[config.mk]
export PLATFORM = sky130hd
export DESIGN_NAME = resp_request_deframer_unit
export DESIGN_NICKNAME = d
export VERILOG_FILES = /design/src/rtl/core/rrd_pkg.sv /design/src/rtl/core/resp_request_deframer_unit.sv /design/src/rtl/core/rrd_num_line.sv /design/src/rtl/core/rrd_parser.sv /design/src/rtl/core/rrd_out_reg.sv
export SDC_FILE = /design/constraint.sdc
export NUM_CORES = 1
export LEC_CHECK = 0
export BUFFER_PORTS_ARGS = -buffer_cell sky130_fd_sc_hd__buf_4
export CAP_MARGIN = 20
export CORE_UTILIZATION = 40
export DETAILED_ROUTE_END_ITERATION = 12
export PLACE_DENSITY = 0.59
export RECOVER_POWER = 50
export SLEW_MARGIN = 0
export SYNTH_ARGS = -nofsm -noshare
export SYNTH_HDL_FRONTEND = slang
export SYNTH_SLANG_ARGS = --single-unit
[constraint.sdc]
create_clock -name clk_i -period 3.9 [get_ports clk_i]
set_input_delay 0.39 -clock clk_i [delete_from_list [all_inputs] [get_ports clk_i]]
set_output_delay 0.39 -clock clk_i [all_outputs]
set_load 0.02 [all_outputs]
[src/rtl/core/rrd_pkg.sv]
// Shared types and character codes for the request deframer.
// Used by the number line checker, the parser, the output register and the top level.
// No dependencies.
`default_nettype none

package rrd_pkg;

  localparam int unsigned FIELD_W = 32;

  localparam logic [7:0] CHAR_STAR   = 8'h2A;
  localparam logic [7:0] CHAR_DOLLAR = 8'h24;
  localparam logic [7:0] CHAR_CR     = 8'h0D;
  localparam logic [7:0] CHAR_LF     = 8'h0A;
  localparam logic [7:0] CHAR_MINUS  = 8'h2D;
  localparam logic [7:0] CHAR_ZERO   = 8'h30;
  localparam logic [7:0] CHAR_NINE   = 8'h39;

  typedef enum logic [2:0] {
    KIND_NONE  = 3'd0,
    KIND_START = 3'd1,
    KIND_BYTE  = 3'd2,
    KIND_DONE  = 3'd3,
    KIND_ERROR = 3'd4
  } kind_e;

  // Status of the decimal number line being read.
  typedef struct packed {
    logic negative;
    logic has_digit;
    logic bad;
    logic cr_pending;
  } line_flags_t;

  typedef struct packed {
    kind_e              kind;
    logic [7:0]         data_byte;
    logic [FIELD_W-1:0] arg_index;
    logic [FIELD_W-1:0] arg_length;
    logic               arg_last_byte;
    logic [FIELD_W-1:0] arg_count;
  } result_t;

endpackage

`default_nettype wire

[src/rtl/core/resp_request_deframer_unit.sv]
// Top level of the request deframer: parser plus result register.
// Depends on rrd_pkg, rrd_parser (with rrd_num_line) and rrd_out_reg.
//
// Usage:
//   Input channel: one request byte per word on byte_req_i, qualified by
//   in_valid_i and accepted when in_stall_o is low.
//   Output channel: exactly one result word per accepted byte (kind may be
//   none), qualified by out_valid_o and taken when out_stall_i is low.
//   The result of an accepted byte is registered and shown on the outputs in the cycle after acceptance.
//   Throughput is one byte per cycle while in_stall_o is low; the parser keeps
//   only running counters and a single result register decouples the channels.
//   in_stall_o rises only while the result register is full and the receiver
//   stalls; the pending result and all parser state then hold.
//   Reset empties the result register and returns the parser to waiting for
//   an array marker. A protocol error is reported once and the block then
//   yields kind none for every byte until the next reset.
//   NUMBER_WIDTH sets the widest accepted count or length; larger values
//   are protocol errors.
`default_nettype none

module resp_request_deframer_unit #(
  parameter int unsigned NUMBER_WIDTH = 32
) (
  input  wire logic        clk_i,
  input  wire logic        rst_ni,
  input  wire logic        in_valid_i,
  output logic             in_stall_o,
  input  wire logic [7:0]  byte_req_i,
  output logic             out_valid_o,
  input  wire logic        out_stall_i,
  output logic [2:0]       kind_o,
  output logic [7:0]       data_byte_o,
  output logic [31:0]      arg_index_o,
  output logic [31:0]      arg_length_o,
  output logic             arg_last_byte_o,
  output logic [31:0]      arg_count_o
);
  import rrd_pkg::*;

  logic    accept;
  logic    busy;
  result_t parsed;
  result_t held;

  assign in_stall_o = busy;
  assign accept     = in_valid_i && !busy;

  rrd_parser #(
    .NUMBER_WIDTH(NUMBER_WIDTH)
  ) u_parser (
    .clk_i   (clk_i),
    .rst_ni  (rst_ni),
    .step_i  (accept),
    .byte_i  (byte_req_i),
    .result_o(parsed)
  );

  rrd_out_reg u_out_reg (
    .clk_i      (clk_i),
    .rst_ni     (rst_ni),
    .load_i     (accept),
    .result_i   (parsed),
    .out_stall_i(out_stall_i),
    .out_valid_o(out_valid_o),
    .busy_o     (busy),
    .result_o   (held)
  );

  assign kind_o          = held.kind;
  assign data_byte_o     = held.data_byte;
  assign arg_index_o     = held.arg_index;
  assign arg_length_o    = held.arg_length;
  assign arg_last_byte_o = held.arg_last_byte;
  assign arg_count_o     = held.arg_count;

endmodule

`default_nettype wire

[src/rtl/core/rrd_num_line.sv]
// Next-state logic for one byte of a decimal number line ending in CR LF.
// Depends on rrd_pkg for character codes and the line flag struct.
`default_nettype none

module rrd_num_line #(
  parameter int unsigned NUMBER_WIDTH = 32
) (
  input  wire logic [7:0]              byte_i,
  input  wire logic [NUMBER_WIDTH-1:0] accum_i,
  input  wire rrd_pkg::line_flags_t    flags_i,
  output logic [NUMBER_WIDTH-1:0]      accum_o,
  output rrd_pkg::line_flags_t         flags_o,
  output logic                         line_end_o,
  output logic                         line_valid_o
);
  import rrd_pkg::*;

  localparam int unsigned PROD_W = NUMBER_WIDTH + 4;

  logic              is_digit;
  logic [3:0]        digit;
  logic [PROD_W-1:0] accum_ext;
  logic [PROD_W-1:0] scaled;
  logic              too_wide;

  assign is_digit  = (byte_i >= CHAR_ZERO) && (byte_i <= CHAR_NINE);
  assign digit     = 4'(byte_i - CHAR_ZERO);
  assign accum_ext = PROD_W'(accum_i);
  // accum * 10 + digit; anything above the number width overflows
  assign scaled    = (accum_ext << 3) + (accum_ext << 1) + PROD_W'(digit);
  assign too_wide  = |scaled[PROD_W-1:NUMBER_WIDTH];

  assign line_valid_o = !flags_i.bad && flags_i.has_digit &&
                        !(flags_i.negative && (accum_i != '0));

  always_comb begin
    accum_o    = accum_i;
    flags_o    = flags_i;
    line_end_o = 1'b0;
    if (flags_i.cr_pending && (byte_i == CHAR_LF)) begin
      flags_o.cr_pending = 1'b0;
      line_end_o         = 1'b1;
    end else begin
      // A CR not followed by LF spoils the line
      if (flags_i.cr_pending) begin
        flags_o.cr_pending = 1'b0;
        flags_o.bad        = 1'b1;
      end
      priority if (byte_i == CHAR_CR) begin
        flags_o.cr_pending = 1'b1;
      end else if (is_digit) begin
        flags_o.has_digit = 1'b1;
        if (too_wide) begin
          flags_o.bad = 1'b1;
        end else begin
          accum_o = scaled[NUMBER_WIDTH-1:0];
        end
      end else if (byte_i == CHAR_MINUS && !flags_i.negative && !flags_i.has_digit) begin
        flags_o.negative = 1'b1;
      end else begin
        flags_o.bad = 1'b1;
      end
    end
  end

endmodule

`default_nettype wire

[src/rtl/core/rrd_parser.sv]
// Framing state machine: phase, counters and the number line registers.
// Depends on rrd_pkg and rrd_num_line; produces one result per accepted word.
`default_nettype none

module rrd_parser #(
  parameter int unsigned NUMBER_WIDTH = 32
) (
  input  wire logic       clk_i,
  input  wire logic       rst_ni,
  input  wire logic       step_i,
  input  wire logic [7:0] byte_i,
  output rrd_pkg::result_t result_o
);
  import rrd_pkg::*;

  typedef enum logic [2:0] {
    PH_ARRAY_MARK = 3'd0,
    PH_ARRAY_NUM  = 3'd1,
    PH_BULK_MARK  = 3'd2,
    PH_BULK_NUM   = 3'd3,
    PH_PAYLOAD    = 3'd4,
    PH_TRAIL1     = 3'd5,
    PH_TRAIL2     = 3'd6,
    PH_ERROR      = 3'd7
  } phase_e;

  phase_e                  phase_q, phase_d;
  logic [NUMBER_WIDTH-1:0] accum_q, accum_d;
  line_flags_t             flags_q, flags_d;
  logic [NUMBER_WIDTH-1:0] args_left_q, args_left_d;
  logic [FIELD_W-1:0]      arg_pos_q, arg_pos_d;
  logic [NUMBER_WIDTH-1:0] data_left_q, data_left_d;
  logic [NUMBER_WIDTH-1:0] cmd_args_q, cmd_args_d;

  logic [NUMBER_WIDTH-1:0] nl_accum;
  line_flags_t             nl_flags;
  logic                    nl_end;
  logic                    nl_valid;
  logic [NUMBER_WIDTH-1:0] data_left_dec;
  logic [NUMBER_WIDTH-1:0] args_left_dec;

  rrd_num_line #(
    .NUMBER_WIDTH(NUMBER_WIDTH)
  ) u_num_line (
    .byte_i      (byte_i),
    .accum_i     (accum_q),
    .flags_i     (flags_q),
    .accum_o     (nl_accum),
    .flags_o     (nl_flags),
    .line_end_o  (nl_end),
    .line_valid_o(nl_valid)
  );

  assign data_left_dec = (data_left_q != '0) ? data_left_q - NUMBER_WIDTH'(1) : data_left_q;
  assign args_left_dec = (args_left_q != '0) ? args_left_q - NUMBER_WIDTH'(1) : args_left_q;

  always_comb begin
    phase_d     = phase_q;
    accum_d     = accum_q;
    flags_d     = flags_q;
    args_left_d = args_left_q;
    arg_pos_d   = arg_pos_q;
    data_left_d = data_left_q;
    cmd_args_d  = cmd_args_q;
    result_o    = '0;
    result_o.kind = KIND_NONE;

    unique case (phase_q)
      PH_ARRAY_MARK: begin
        if (byte_i == CHAR_STAR) begin
          accum_d = '0;
          flags_d = '0;
          phase_d = PH_ARRAY_NUM;
        end else begin
          result_o.kind = KIND_ERROR;
          phase_d       = PH_ERROR;
        end
      end
      PH_ARRAY_NUM: begin
        accum_d = nl_accum;
        flags_d = nl_flags;
        if (nl_end) begin
          if (!nl_valid) begin
            result_o.kind = KIND_ERROR;
            phase_d       = PH_ERROR;
          end else if (accum_q == '0) begin
            result_o.kind = KIND_DONE;
            phase_d       = PH_ARRAY_MARK;
          end else begin
            args_left_d = accum_q;
            cmd_args_d  = accum_q;
            arg_pos_d   = '0;
            phase_d     = PH_BULK_MARK;
          end
        end
      end
      PH_BULK_MARK: begin
        // A missing '$' is only reported once the line ends
        accum_d            = '0;
        flags_d            = '0;
        flags_d.bad        = (byte_i != CHAR_DOLLAR);
        flags_d.cr_pending = (byte_i == CHAR_CR);
        phase_d            = PH_BULK_NUM;
      end
      PH_BULK_NUM: begin
        accum_d = nl_accum;
        flags_d = nl_flags;
        if (nl_end) begin
          if (!nl_valid) begin
            result_o.kind = KIND_ERROR;
            phase_d       = PH_ERROR;
          end else begin
            data_left_d         = accum_q;
            result_o.kind       = KIND_START;
            result_o.arg_index  = arg_pos_q;
            result_o.arg_length = FIELD_W'(accum_q);
            phase_d             = (accum_q == '0) ? PH_TRAIL1 : PH_PAYLOAD;
          end
        end
      end
      PH_PAYLOAD: begin
        result_o.kind          = KIND_BYTE;
        result_o.data_byte     = byte_i;
        result_o.arg_index     = arg_pos_q;
        result_o.arg_last_byte = (data_left_q <= NUMBER_WIDTH'(1));
        data_left_d            = data_left_dec;
        if (data_left_dec == '0) begin
          phase_d = PH_TRAIL1;
        end
      end
      PH_TRAIL1: begin
        phase_d = PH_TRAIL2;
      end
      PH_TRAIL2: begin
        args_left_d = args_left_dec;
        arg_pos_d   = arg_pos_q + FIELD_W'(1);
        if (args_left_dec == '0) begin
          result_o.kind      = KIND_DONE;
          result_o.arg_count = FIELD_W'(cmd_args_q);
          phase_d            = PH_ARRAY_MARK;
        end else begin
          phase_d = PH_BULK_MARK;
        end
      end
      PH_ERROR: begin
        phase_d = PH_ERROR;
      end
    endcase
  end

  always_ff @(posedge clk_i or negedge rst_ni) begin
    if (!rst_ni) begin
      phase_q     <= PH_ARRAY_MARK;
      accum_q     <= '0;
      flags_q     <= '0;
      args_left_q <= '0;
      arg_pos_q   <= '0;
      data_left_q <= '0;
      cmd_args_q  <= '0;
    end else if (step_i) begin
      phase_q     <= phase_d;
      accum_q     <= accum_d;
      flags_q     <= flags_d;
      args_left_q <= args_left_d;
      arg_pos_q   <= arg_pos_d;
      data_left_q <= data_left_d;
      cmd_args_q  <= cmd_args_d;
    end
  end

endmodule

`default_nettype wire

[src/rtl/core/rrd_out_reg.sv]
// Result register between the parser and the output channel.
// Depends on rrd_pkg for the result struct.
`default_nettype none

module rrd_out_reg (
  input  wire logic             clk_i,
  input  wire logic             rst_ni,
  input  wire logic             load_i,
  input  wire rrd_pkg::result_t result_i,
  input  wire logic             out_stall_i,
  output logic                  out_valid_o,
  output logic                  busy_o,
  output rrd_pkg::result_t      result_o
);
  import rrd_pkg::*;

  logic    valid_q, valid_d;
  result_t result_q;

  // Full and not drained this cycle: hold the upstream side
  assign busy_o      = valid_q && out_stall_i;
  assign out_valid_o = valid_q;
  assign result_o    = result_q;
  assign valid_d     = load_i || busy_o;

  always_ff @(posedge clk_i or negedge rst_ni) begin
    if (!rst_ni) begin
      valid_q <= 1'b0;
    end else begin
      valid_q <= valid_d;
    end
  end

  always_ff @(posedge clk_i) begin
    if (load_i) begin
      result_q <= result_i;
    end
  end

endmodule

`default_nettype wire
==> flow_summary.ini <==
[logic_synthesis]
yosys.area.top_type_share = 0.2647
post-synth-top-area-cell = sky130_fd_sc_hd__dfrtp_1
postSynth.topFlopCell = sky130_fd_sc_hd__dfrtp_1
synth.lib_cells_used.distinct = 78
postSynthNetCount = 1715
largest_family_of_logic_cells_by_synthesized_area = simple AND/OR/NAND/NOR gates
simple_logic_cell_fraction_of_the_synthesized_area = 0.2118
syn_area_per_cell_um2 = 9.731
synthesis.instances = 1632
ys_top_cells_by_area = sky130_fd_sc_hd__dfrtp_1 26%, sky130_fd_sc_hd__edfxtp_1 20%, sky130_fd_sc_hd__ha_1 5.4%
share_of_async_settable_or_async_resettable_flops_after_synthesis = 0.6087
mappedNetlistArea_um2 = 15880
synth_compound_gate_area_share = 0.1705
yosys_register_bits = 276
ys.warnings.count = 0
synth_most_common_cell = sky130_fd_sc_hd__dfrtp_1
post_synth_mux_area_share = 0.02458
synth-edff-count = 108
synthXorXnorAreaFrac = 0.03530
synthAdderAreaFrac = 0.05688
synth_common_cells = 168 x sky130_fd_sc_hd__dfrtp_1, 141 x sky130_fd_sc_hd__nor2_1, 121 x sky130_fd_sc_hd__a21oi_1
seq_area_frac_synth = 0.4689

[detailed_routing]
routed_wire_length_per_instance_um = 21.00
route.detailed.drc = 0
detail_route.first_pass.iterations = 5
post_dr_vias_cell = 5.797
antenna_left = 0
route.vias.total = 13660
finalWirelength_um = 49480
drt-initial-drc-count = 1313

[critical_path]
timing.critical_path.cells = ha_1, ha_1, nand2_1, o21ai_0, o21ai_2, buf_4, buf_4, nand4_1, nand2_1, o41ai_1, or4_4, buf_12, buf_4, nor3_1, a221o_1
worst-endpoint-required_ns = 4.37
crit_path_max_fanout = 7
arrival_ns = 4.24
timing.critical_path.to_type = flop
path_class = flop to flop
critical_path.most_common_cell = sky130_fd_sc_hd__buf_4
critPathSlowestCell = sky130_fd_sc_hd__dfrtp_1
cp-start-kind = flop
cpPeakStageDelay_ns = 0.52

[cells_and_area]
final_core_utilization = 0.4833
num-fill-cells = 3714
drive_gt1_frac = 0.1367
fin_nets = 1894
final_cells = 2356
syn2layout_area_growth_pct = 18.43
fin_area_um2 = 18810

[power]
cellPowerDensity_nw_per_um2 = 579.8
p_switching_w = 0.004251
static-leakage-power_nw = 7.803
internal_power_w = 0.006654
seq_power_share = 0.369
combinationalPowerShare = 0.354
vdd.ir_drop.worst_mv = 0.3622
p_clk_frac = 0.277
power.switching_fraction = 0.3898

[placed_design]
io_buffer_count = 121
instance_area_at_placement_um2 = 17980
gpl.final_weighted_congestion = 0.9412
place_hpwl_um = 33880
numPlacedInstances = 2288

[global_route]
met1_track_demand_over_resource_in_global_routing = 0.3284
globalRouteOverflowTotal = 0
fraction_of_met3_tracks_used_by_global_routing = 0.04017
antenna_violations_before_repair = 0
grt.total_usage = 0.2373
top_usage_layer = met2
grt_max_degree = 86
first_global_vias = 12730
grt_first_pass_wirelength_um = 75150
groute.layer.met2.usage = 0.3744

[die]
floorplan.die.width_um = 201.3
coreArea_um2 = 38920
placementRows = 72
die-height_um = 201.3
initial_utilization = 0.4081
pin_count = 122
die_area_um2 = 40500

[cts]
cts-root-buf = sky130_fd_sc_hd__clkbuf_16
cts_tree = yes
depth_of_the_cts_h_tree = 1
cts_made_buffers = 31
clock_sink_count = 276
clk-insertion-delay-late_ns = 0.59
cts.clk_slew.worst_paths_ns = 0.06
clk_path_buf_depth = 3

[sta]
drv_slew = 84
worst_case_headroom_to_the_max_slew_limit = -0.5845
finalCritPeriodShare = 0.9687
max_slew.worst_pin.slew_ns = 2.377
fin_setup_tns_ns = 0
finalHoldWorstSlack_ns = 0.1057
clock-skew-final_ns = 0.01045
setup_viol_count_final = 0
timing.final.hold_violations = 0
finalWorstPathRequiredPeriod_ns = 3.778
fmax_mhz = 264.7

[outcome]
failed_checks = capacitance limit, slew limit
status = finished with violations

[hold_path]
hold_path.class = input port to flop

[job]
maxCapViolCount = 1
==> critical path, delay by kind of cell (launching register included) <==
kind                       cells  cell delay [ns]
adders and majority gates      2             0.73
DFF                            1             0.52
AOI/OAI and AO/OA              4             1.18
buffers and inverters          4             0.55
and+or+nand+nor                5             0.65
==> through the flow <==
stage	power (W)	worst slack [ns]
5_1_grt	0.01150	-0.02872
6_report	0.01090	0.1222
4_1_cts	0.01090	0.03990
2_1_floorplan	0.006369	0.1586
3_5_place_dp	0.007829	-0.1119
3_3_place_gp	0.007772	-0.06814
==> routing by layer <==
metal / part of all wire / up-vias
li1: - / 6448
met1: 0.44 / 6661
met2: 0.45 / 461
met3: 0.069 / 88
met4: 0.033 / 0
met5: 0 / -
==> path summary, 6_finish.rpt <==
kind	from	endpoint	slack [ns]	cells after the start
setup / recovery	u_parser.accum_q[5]$_DFFE_PN0P_	u_parser.accum_q[25]$_DFFE_PN0P_	0.12	15
hold / removal	byte_req_i[0]	u_parser.accum_q[0]$_DFFE_PN0P_	0.11	2
setup reg to reg	u_parser.accum_q[5]$_DFFE_PN0P_	u_parser.accum_q[25]$_DFFE_PN0P_	0.12	15
hold reg to reg	u_parser.cmd_args_q[4]$_DFFE_PN0P_	u_parser.cmd_args_q[4]$_DFFE_PN0P_	0.50	1
max in group asynchronous	rst_ni	u_parser.data_left_q[7]$_DFFE_PN0P_	1.42	2
min in group asynchronous	rst_ni	u_parser.accum_q[19]$_DFFE_PN0P_	1.07	2
==> timing repair <==
action                                 4_1_cts  5_1_grt
setup endpoints to repair                    0       60
hold buffers                                 2        0
endpoints found under the hold margin       84        0
gates resized for setup                      0       17
setup buffers                                0        2
==> kinds of logic (layout without fill, tap and decap cells) <==
group | Yosys count | in the layout
AOI/OAI and AO/OA | 425 | 425
xor gates and xnor gates | 64 | 64
adders and majority gates | 71 | 71
buffers and inverters | 127 | 331
DFF | 276 | 276
muxes | 35 | 35
other | 0 | 2
and+or+nand+nor | 634 | 634
==> layout make-up <==
class                      count  area [µm²]  share of cell area
timing repair buffer         239        1490             0.07923
antenna                        2       5.005           0.0002661
multi-input combinational   1229        8043              0.4276
clock buffer                  45       858.3             0.04564
sequential                   276        7447              0.3960
inverter                      34       128.9            0.006852
tap                          518       648.1             0.03446
clock inverter                13       187.7            0.009979
==> state kept, by name, summed over array words and instances (netlist names) <==
signal,flops
u_out_reg.result_o,108
u_parser.accum_q,32
u_parser.arg_pos_q,32
u_parser.args_left_q,32
u_parser.cmd_args_q,32
u_parser.data_left_q,32
u_parser.flags_q,4
u_parser.phase_q,3
u_out_reg.out_valid_o,1
==> cell usage in the layout (no fill, tap or decap), types with 34 or more instances in the layout <==
master                      count
sky130_fd_sc_hd__clkbuf_16     34
sky130_fd_sc_hd__nor4_1        34
sky130_fd_sc_hd__dfrtp_1      168
sky130_fd_sc_hd__and3_1        34
sky130_fd_sc_hd__ha_1          69
sky130_fd_sc_hd__nand3_1       57
sky130_fd_sc_hd__nand2_1       82
sky130_fd_sc_hd__nor2_1       138
sky130_fd_sc_hd__nor2b_1       35
sky130_fd_sc_hd__edfxtp_1     108
sky130_fd_sc_hd__a21oi_1      119
sky130_fd_sc_hd__nor3_1        65
sky130_fd_sc_hd__and2_1        76
sky130_fd_sc_hd__o21ai_0      118
sky130_fd_sc_hd__buf_4        118
sky130_fd_sc_hd__clkbuf_1     121
==> power by group through the flow <==
stage          sequential (W)  clock [W]  combinational, W
6_report              0.00402    0.00302           0.00386
5_1_grt               0.00408    0.00320           0.00422
4_1_cts               0.00400    0.00309           0.00381
3_5_place_dp          0.00405          0           0.00378
3_3_place_gp          0.00404          0           0.00374
2_1_floorplan         0.00388          0           0.00249
Power figures use the tool's default switching activity.
